<file path="src/rtl/core/bpt_pkg.sv">
// Package with the shared types, register indexes and sequencer states of the compensation block.
package bpt_pkg;
  localparam logic [2:0] REG_AC1_AC2 = 3'd0;
  localparam logic [2:0] REG_AC3_AC4 = 3'd1;
  localparam logic [2:0] REG_AC5_AC6 = 3'd2;
  localparam logic [2:0] REG_B1_B2 = 3'd3;
  localparam logic [2:0] REG_MC_MD = 3'd4;
  localparam logic [2:0] REG_OSS = 3'd5;

  localparam logic OP_TEMP = 1'b0;
  localparam logic OP_PRES = 1'b1;

  typedef enum logic [1:0] {
    DIV_SIGNED,
    DIV_UNSIGNED
  } div_mode_t;

  typedef struct packed {
    logic start;
    div_mode_t mode;
  } div_ctrl_t;

  typedef struct packed {
    logic busy;
    logic done;
  } div_stat_t;

  typedef enum logic [4:0] {
    S_IDLE,
    S_T_MUL,
    S_T_X1,
    S_T_DIV,
    S_T_WAIT,
    S_T_END,
    S_P_SQ,
    S_P_SQS,
    S_P_M1,
    S_P_M2,
    S_P_M3,
    S_P_M4,
    S_P_B3,
    S_P_B4,
    S_P_B7,
    S_P_DIV,
    S_P_WAIT,
    S_P_Q,
    S_P_X1A,
    S_P_X1B,
    S_P_X2,
    S_P_END,
    S_OUT
  } seq_state_t;
endpackage

</file>
<file path="src/rtl/core/baro_pressure_temp_compensation.sv">
// Top level of the barometric temperature and pressure compensation block.
// Items enter on s_axis: tuser is the opcode (0 temperature, 1 pressure),
// tdata holds the 24-bit raw reading. One result leaves on m_axis per item:
// tuser carries the kind and the divide fault, tdata the signed value.
// Coefficients are written through the cfg channel with an index and data.
// A zero divisor ends the item early: the division is skipped and the
// item leaves with the divide fault set and a zero value. Both kinds use
// the shared divider and the single shared 32 by 32 multiplier, which
// the sequencer uses for at most one product per state.
// s_axis_tready is high only when the block is idle and no result waits.
// If the receiver stalls, the result is held in the output register and no
// further item is taken until it leaves.
// Reset clears all coefficients, the oversampling setting and the stored
// B5 to zero, and leaves the block idle with no result pending.
module baro_pressure_temp_compensation
  import bpt_pkg::*;
(
  input  logic        clk,
  input  logic        rst,
  input  logic        s_axis_tvalid,
  output logic        s_axis_tready,
  input  logic [23:0] s_axis_tdata,   // raw_reading[23:0]
  input  logic        s_axis_tuser,   // opcode
  output logic        m_axis_tvalid,
  input  logic        m_axis_tready,
  output logic [31:0] m_axis_tdata,   // result_value[31:0]
  output logic [1:0]  m_axis_tuser,   // divide_fault, result_kind
  input  logic        cfg_valid,
  output logic        cfg_ready,
  input  logic [2:0]  cfg_index,
  input  logic [31:0] cfg_data
);
  logic [31:0] coef_ac1_ac2, coef_ac3_ac4, coef_ac5_ac6, coef_b1_b2, coef_mc_md;
  logic [1:0]  oversampling;
  logic [31:0] b5;
  seq_state_t  state, state_next;
  logic        kind;
  logic [23:0] raw;
  logic [31:0] r0, r1, r2, r3, r4, r5, pval;
  logic        fault;
  logic [31:0] mul_a, mul_b, mul_p;
  div_ctrl_t   dctrl;
  div_stat_t   dstat;
  logic [31:0] dnum, dden, dq;
  logic        out_valid;
  logic [31:0] out_value;
  logic        out_kind, out_fault;

  logic [31:0] ac1, ac2, ac3, ac4, ac5, ac6, b1, b2, mc, md;
  assign ac1 = {{16{coef_ac1_ac2[31]}}, coef_ac1_ac2[31:16]};
  assign ac2 = {{16{coef_ac1_ac2[15]}}, coef_ac1_ac2[15:0]};
  assign ac3 = {{16{coef_ac3_ac4[31]}}, coef_ac3_ac4[31:16]};
  assign ac4 = {16'd0, coef_ac3_ac4[15:0]};
  assign ac5 = {16'd0, coef_ac5_ac6[31:16]};
  assign ac6 = {16'd0, coef_ac5_ac6[15:0]};
  assign b1 = {{16{coef_b1_b2[31]}}, coef_b1_b2[31:16]};
  assign b2 = {{16{coef_b1_b2[15]}}, coef_b1_b2[15:0]};
  assign mc = {{16{coef_mc_md[31]}}, coef_mc_md[31:16]};
  assign md = {{16{coef_mc_md[15]}}, coef_mc_md[15:0]};

  logic [31:0] mul_sr11, mul_sr16, b3_val, p_corr;
  assign mul_sr11 = $signed(mul_p) >>> 11;
  assign mul_sr16 = $signed(mul_p) >>> 16;
  assign b3_val = $signed((((ac1 << 2) + r2) << oversampling) + 32'd2) >>> 2;
  assign p_corr = $signed(r0 + r1 + 32'd3791) >>> 4;

  assign cfg_ready = 1'b1;
  assign s_axis_tready = (state == S_IDLE) && !out_valid;
  assign mul_p = mul_a * mul_b;

  bpt_divider u_div (
    .clk(clk), .rst(rst), .ctrl(dctrl), .dividend(dnum), .divisor(dden),
    .stat(dstat), .quotient(dq)
  );

  always_ff @(posedge clk) begin
    if (rst) begin
      coef_ac1_ac2 <= '0;
      coef_ac3_ac4 <= '0;
      coef_ac5_ac6 <= '0;
      coef_b1_b2 <= '0;
      coef_mc_md <= '0;
      oversampling <= '0;
    end else if (cfg_valid) begin
      unique case (cfg_index)
        REG_AC1_AC2: coef_ac1_ac2 <= cfg_data;
        REG_AC3_AC4: coef_ac3_ac4 <= cfg_data;
        REG_AC5_AC6: coef_ac5_ac6 <= cfg_data;
        REG_B1_B2: coef_b1_b2 <= cfg_data;
        REG_MC_MD: coef_mc_md <= cfg_data;
        REG_OSS: oversampling <= cfg_data[1:0];
        default: ;
      endcase
    end
  end

  always_ff @(posedge clk) begin
    if (rst) state <= S_IDLE;
    else state <= state_next;
  end

  always_comb begin
    state_next = state;
    mul_a = '0;
    mul_b = '0;
    dctrl = '{start: 1'b0, mode: DIV_SIGNED};
    dnum = r0;
    dden = r1;
    unique case (state)
      S_IDLE: if (s_axis_tvalid && s_axis_tready)
        state_next = (s_axis_tuser == OP_TEMP) ? S_T_MUL : S_P_SQ;
      S_T_MUL: begin
        mul_a = {16'd0, raw[15:0]} - ac6;
        mul_b = ac5;
        state_next = S_T_X1;
      end
      S_T_X1: state_next = (r0 + md == 32'd0) ? S_T_END : S_T_DIV;
      S_T_DIV: begin
        dnum = mc << 11;
        dden = r0 + md;
        dctrl = '{start: 1'b1, mode: DIV_SIGNED};
        state_next = S_T_WAIT;
      end
      S_T_WAIT: if (dstat.done) state_next = S_T_END;
      S_T_END: state_next = S_OUT;
      S_P_SQ: begin
        mul_a = r0;
        mul_b = r0;
        state_next = S_P_SQS;
      end
      S_P_SQS: begin
        mul_a = b2;
        mul_b = r1;
        state_next = S_P_M1;
      end
      S_P_M1: begin
        mul_a = ac2;
        mul_b = r0;
        state_next = S_P_M2;
      end
      S_P_M2: begin
        mul_a = ac3;
        mul_b = r0;
        state_next = S_P_M3;
      end
      S_P_M3: begin
        mul_a = b1;
        mul_b = r1;
        state_next = S_P_M4;
      end
      S_P_M4: state_next = S_P_B3;
      S_P_B3: begin
        mul_a = ac4;
        mul_b = r4 + 32'd32768;
        state_next = S_P_B4;
      end
      S_P_B4: begin
        mul_a = r5;
        mul_b = 32'd50000 >> oversampling;
        state_next = S_P_B7;
      end
      S_P_B7: state_next = (r4 == 32'd0) ? S_P_END : S_P_DIV;
      S_P_DIV: begin
        dnum = r2[31] ? r2 : (r2 << 1);
        dden = r4;
        dctrl = '{start: 1'b1, mode: DIV_UNSIGNED};
        state_next = S_P_WAIT;
      end
      S_P_WAIT: if (dstat.done) state_next = S_P_Q;
      S_P_Q: begin
        mul_a = $signed(pval) >>> 8;
        mul_b = $signed(pval) >>> 8;
        state_next = S_P_X1A;
      end
      S_P_X1A: begin
        mul_a = r0;
        mul_b = 32'd3038;
        state_next = S_P_X1B;
      end
      S_P_X1B: begin
        mul_a = 32'd7357;
        mul_b = pval;
        state_next = S_P_X2;
      end
      S_P_X2: state_next = S_P_END;
      S_P_END: state_next = S_OUT;
      S_OUT: state_next = S_IDLE;
      default: state_next = S_IDLE;
    endcase
  end

  always_ff @(posedge clk) begin
    unique case (state)
      S_IDLE: begin
        kind <= s_axis_tuser;
        raw <= s_axis_tdata;
        fault <= 1'b0;
        r0 <= b5 - 32'd4000;
      end
      S_T_MUL: r0 <= $signed(mul_p) >>> 15;
      S_T_X1: r1 <= '0;
      S_T_WAIT: if (dstat.done) r1 <= dq;
      S_T_END: begin
        fault <= (r0 + md == 32'd0);
        pval <= r0 + r1;
      end
      S_P_SQ: r1 <= $signed(mul_p) >>> 12;
      S_P_SQS: r2 <= mul_sr11;
      S_P_M1: r2 <= r2 + mul_sr11;
      S_P_M2: r3 <= $signed(mul_p) >>> 13;
      S_P_M3: r4 <= $signed(mul_sr16 + r3 + 32'd2) >>> 2;
      S_P_M4: r5 <= ({8'd0, raw} >> (4'd8 - {2'd0, oversampling})) - b3_val;
      S_P_B3: r4 <= mul_p >> 15;
      S_P_B4: r2 <= mul_p;
      S_P_WAIT: if (dstat.done) pval <= r2[31] ? (dq << 1) : dq;
      S_P_Q: r0 <= mul_p;
      S_P_X1A: r0 <= $signed(mul_p) >>> 16;
      S_P_X1B: r1 <= $signed(32'd0 - mul_p) >>> 16;
      S_P_END: begin
        fault <= (r4 == 32'd0);
        pval <= pval + p_corr;
      end
      default: ;
    endcase
  end

  always_ff @(posedge clk) begin
    if (rst) begin
      b5 <= '0;
      out_valid <= 1'b0;
    end else begin
      if (state == S_T_END) b5 <= r0 + r1;
      if (state == S_OUT) out_valid <= 1'b1;
      else if (m_axis_tready) out_valid <= 1'b0;
    end
  end

  always_ff @(posedge clk) begin
    if (state == S_OUT) begin
      out_kind <= kind;
      out_fault <= fault;
      if (fault) out_value <= '0;
      else if (kind == OP_TEMP) out_value <= $signed(pval + 32'd8) >>> 4;
      else out_value <= pval;
    end
  end

  assign m_axis_tvalid = out_valid;
  assign m_axis_tdata = out_value;
  assign m_axis_tuser = {out_fault, out_kind};
endmodule

</file>
<file path="src/rtl/core/bpt_divider.sv">
// Radix-2 restoring divider, one quotient bit per cycle, signed or unsigned.
module bpt_divider
  import bpt_pkg::*;
(
  input  logic        clk,
  input  logic        rst,
  input  div_ctrl_t   ctrl,
  input  logic [31:0] dividend,
  input  logic [31:0] divisor,
  output div_stat_t   stat,
  output logic [31:0] quotient
);
  logic [31:0] rem;
  logic [31:0] quo;
  logic [31:0] dvs;
  logic        neg;
  logic [5:0]  count;
  logic        busy;
  logic        done;
  logic [32:0] trial;
  logic [31:0] rem_sh;

  assign rem_sh = {rem[30:0], quo[31]};
  assign trial = {1'b0, rem_sh} - {1'b0, dvs};

  always_ff @(posedge clk) begin
    if (rst) begin
      busy <= 1'b0;
      done <= 1'b0;
      count <= '0;
    end else begin
      done <= 1'b0;
      if (ctrl.start) begin
        busy <= 1'b1;
        count <= 6'd32;
      end else if (busy) begin
        count <= count - 6'd1;
        if (count == 6'd1) begin
          busy <= 1'b0;
          done <= 1'b1;
        end
      end
    end
  end

  always_ff @(posedge clk) begin
    if (ctrl.start) begin
      rem <= '0;
      if (ctrl.mode == DIV_SIGNED) begin
        quo <= dividend[31] ? (32'd0 - dividend) : dividend;
        dvs <= divisor[31] ? (32'd0 - divisor) : divisor;
        neg <= dividend[31] ^ divisor[31];
      end else begin
        quo <= dividend;
        dvs <= divisor;
        neg <= 1'b0;
      end
    end else if (busy) begin
      if (!trial[32]) begin
        rem <= trial[31:0];
        quo <= {quo[30:0], 1'b1};
      end else begin
        rem <= rem_sh;
        quo <= {quo[30:0], 1'b0};
      end
    end
  end

  assign quotient = neg ? (32'd0 - quo) : quo;
  assign stat = '{busy: busy, done: done};
endmodule
</file>
<file path="config.mk">
export PLATFORM = sky130hd
export DESIGN_NAME = baro_pressure_temp_compensation
export DESIGN_NICKNAME = d
export VERILOG_FILES = /design/src/rtl/core/bpt_pkg.sv /design/src/rtl/core/baro_pressure_temp_compensation.sv /design/src/rtl/core/bpt_divider.sv
export SDC_FILE = /design/constraint.sdc
export NUM_CORES = 2
export LEC_CHECK = 0
export ABC_AREA = 0
export BUFFER_PORTS_ARGS = -buffer_cell sky130_fd_sc_hd__buf_2
export CORE_MARGIN = 8
export CORE_UTILIZATION = 35
export CTS_CLUSTER_DIAMETER = 80
export DETAILED_ROUTE_END_ITERATION = 12
export PLACE_DENSITY_LB_ADDON = 0.12
export SYNTH_ARGS = -nofsm -noshare
export SYNTH_HDL_FRONTEND = slang
export SYNTH_HIERARCHICAL = 1
export SYNTH_SLANG_ARGS = --single-unit
</file>
<file path="constraint.sdc">
create_clock -name clk -period 24.7 [get_ports clk]
set_clock_uncertainty 0.15 [all_clocks]
set_input_delay 1.235 -clock clk [delete_from_list [all_inputs] [get_ports clk]]
set_output_delay 1.235 -clock clk [all_outputs]
set_load 0.02 [all_outputs]
</file>
==> results.toml <==
[status]
status = "finished clean"

[flow_run]
cap_violations = 0

[setup_path]
cpMaxStageDelayCell = "nor2_1"
critPathKind = "flop to flop"
path_buf_inv = 6
cp-start-kind = "flop"
crit_required_ns = 24.98
endpoint_kind = "flop"
critPathMostFrequentCell = "fa_1"
critical_path.max_fanout = 28
critPathArrivalTime_ns = 14.82
slowest_delay_ns = 1.00
critPathTopFamily = "adder cells"

[routing]
via_per_inst = 5.829
dr_total_vias = 55720
ant_nets = 0
wl_per_cell_microns = 28.18
drcViolationCount = 0
firstDrtPassIters = 7
drt_wl_total_mm = 269.3
drtIter0Drc = 5571

[clocking]
cts_hold_buffers = 0
cts.sinks = 562
ctsResizeCount = 0
clkLatencyLatePin_ns = 0.72
cts_buffer_depth = 3
root_buffer = "clkbuf_16"
cts_tree = "done"
cts_buffers = 72
clkTransAtPathRegs_ns = 0.07
post_cts.repair.setup_buffers = 0
htreeDepth = 3

[grt]
grt_pass1_wl_mm = 388.9
grt_overflow = 0
grt_max_degree = 112
antenna_found_initial = 14
grt_pass1_vias = 54080
track_usage = 0.2814

[pwr]
comb_power_share = 0.611
power.clock.fraction = 0.171
internal_power_mw = 3.234
power_frac_seq = 0.218
p_leak_nw = 27.74
swShare = 0.5020
ir_drop_mv = 0.06186
powerDensity_mw_per_mm2 = 98.19
switchingPower_mw = 3.260

[worst_hold_path]
worstHoldPathType = "flop to flop"

[sta]
setup_tns_ns = 0
hold_viol_final = 0
rsz0062_at_grt = "false"
timing.final.crit_share = 0.5886
min_period_ns = 14.54
holdWs_ns = 0.3010
setup_viol_count_final = 0
max_freq_ghz = 0.06878
worst_slew_pin_slew_ns = 1.347
maxSlewViolCount = 0
max_slew_margin = 0.09274

[die]
io_pins = 102
chipWidth_microns = 431.1
die-area_sq_mm = 0.1858
start_util = 0.3519
fp.dieH_microns = 431.1
num_rows = 152
coreArea_sq_mm = 0.1714

[layout]
multiInputGateArea_sq_mm = 0.04212
fillerInstances = 17610
regArea_sq_mm = 0.01449
drive_gt1_frac = 0.07348
area_delta_synth_final_pct = 9.680
fin_nets = 8068

[synthesis]
syn_inst = 7224
synth_area_sq_mm = 0.06030
ys_warn_count = 6
avgSynthCellArea_sq_um = 8.347

[place]
post-dp-hpwl_mm = 211.1
place_congestion = 1.005
portBuffers = 100
path summary, 6_finish.rpt:
check	endpoint	slack, ns	start	cells past startpoint
hold reg to reg	coef_b1_b2[4]	0.30	coef_b1_b2[4]	2
setup / recovery	r2[29]	10.16	state[0]	39
setup reg to reg	r2[29]	10.16	state[0]	39
hold / removal	coef_b1_b2[4]	0.30	coef_b1_b2[4]	2
power by group through the flow:
stage / logic [mW] / clock network (mW) / registers, mW
floorplan: 2.65 / 0 / 1.31
global placement: 3.87 / 0 / 1.43
detailed placement: 3.88 / 0 / 1.42
CTS: 3.90 / 1.13 / 1.41
global route: 4.28 / 1.16 / 1.42
finish: 3.97 / 1.11 / 1.42
state kept, by name, summed over array words and instances (netlist names), 6 cells and up:
register and cells:
b5 32, coef_ac1_ac2 32, coef_ac3_ac4 32, coef_ac5_ac6 32, coef_b1_b2 32, coef_mc_md 32, m_axis_tdata 32, pval 32
r0 32, r1 32, r2 32, r3 19, r4 19, r5 32, raw 24, u_div/count 6
u_div/dvs 32, u_div/quo 32, u_div/rem 31
layout by cell type (no fill, tap or decap), types with 27 or more instances in the layout:
cell,count
nand2_1,1000
nor2_1,703
inv_1,664
a21oi_1,535
fa_1,417
ha_1,404
edfxtp_1,323
xnor2_1,270
o21ai_0,257
dfxtp_1,236
xor2_1,168
buf_4,156
nand3_1,142
mux2i_1,123
a21o_1,114
buf_2,99
nor3_1,98
a22oi_1,82
a211oi_1,77
clkbuf_16,73
nand2b_1,64
and3_1,63
a221o_1,63
or3_1,59
and2_1,55
nor2b_1,55
o21a_1,53
o31ai_1,53
o221ai_1,46
o211ai_1,44
nor4_1,44
a31oi_1,39
nand4_1,38
or2_2,33
a221oi_1,27
per-stage QoR:
step | util | instances | power, mW | setup slack (ns) | area (sq um)
finish | 0.3859 | 9558 | 6.494 | 10.16 | 66130
global route | 0.3858 | 9550 | 6.862 | 9.577 | 66110
CTS | 0.3858 | 9550 | 6.437 | 10.37 | 66110
detailed placement | 0.3718 | 9418 | 5.300 | 10.49 | 63710
global placement | 0.3718 | 9418 | 5.293 | 10.61 | 63710
floorplan | - | 7229 | 3.959 | 11.50 | 60320
final cells by class:
cell class | instances | share of cell area
Tap cell | 2310 | 0.04370
Inverter | 671 | 0.03812
Clock inverter | 33 | 0.005770
Clock buffer | 99 | 0.03052
Sequential cell | 562 | 0.2191
Timing Repair Buffer | 257 | 0.02567
Multi-Input combinational cell | 5618 | 0.6368
Antenna cell | 8 | 0.0003027
per-layer routing:
metal	GRT usage	part of all wire
met5	0	0.00010
met3	0.06082	0.083
met2	0.4437	0.45
met1	0.3660	0.41
met4	0.1372	0.059
worst min-delay path, delay by kind of cell, from the launching register on:
kind,cells,cell delay [ns]
flops,1,0.30
compound gates,1,0.05
simple gates,1,0.05
No activity file was read; power rests on OpenSTA's default activity.
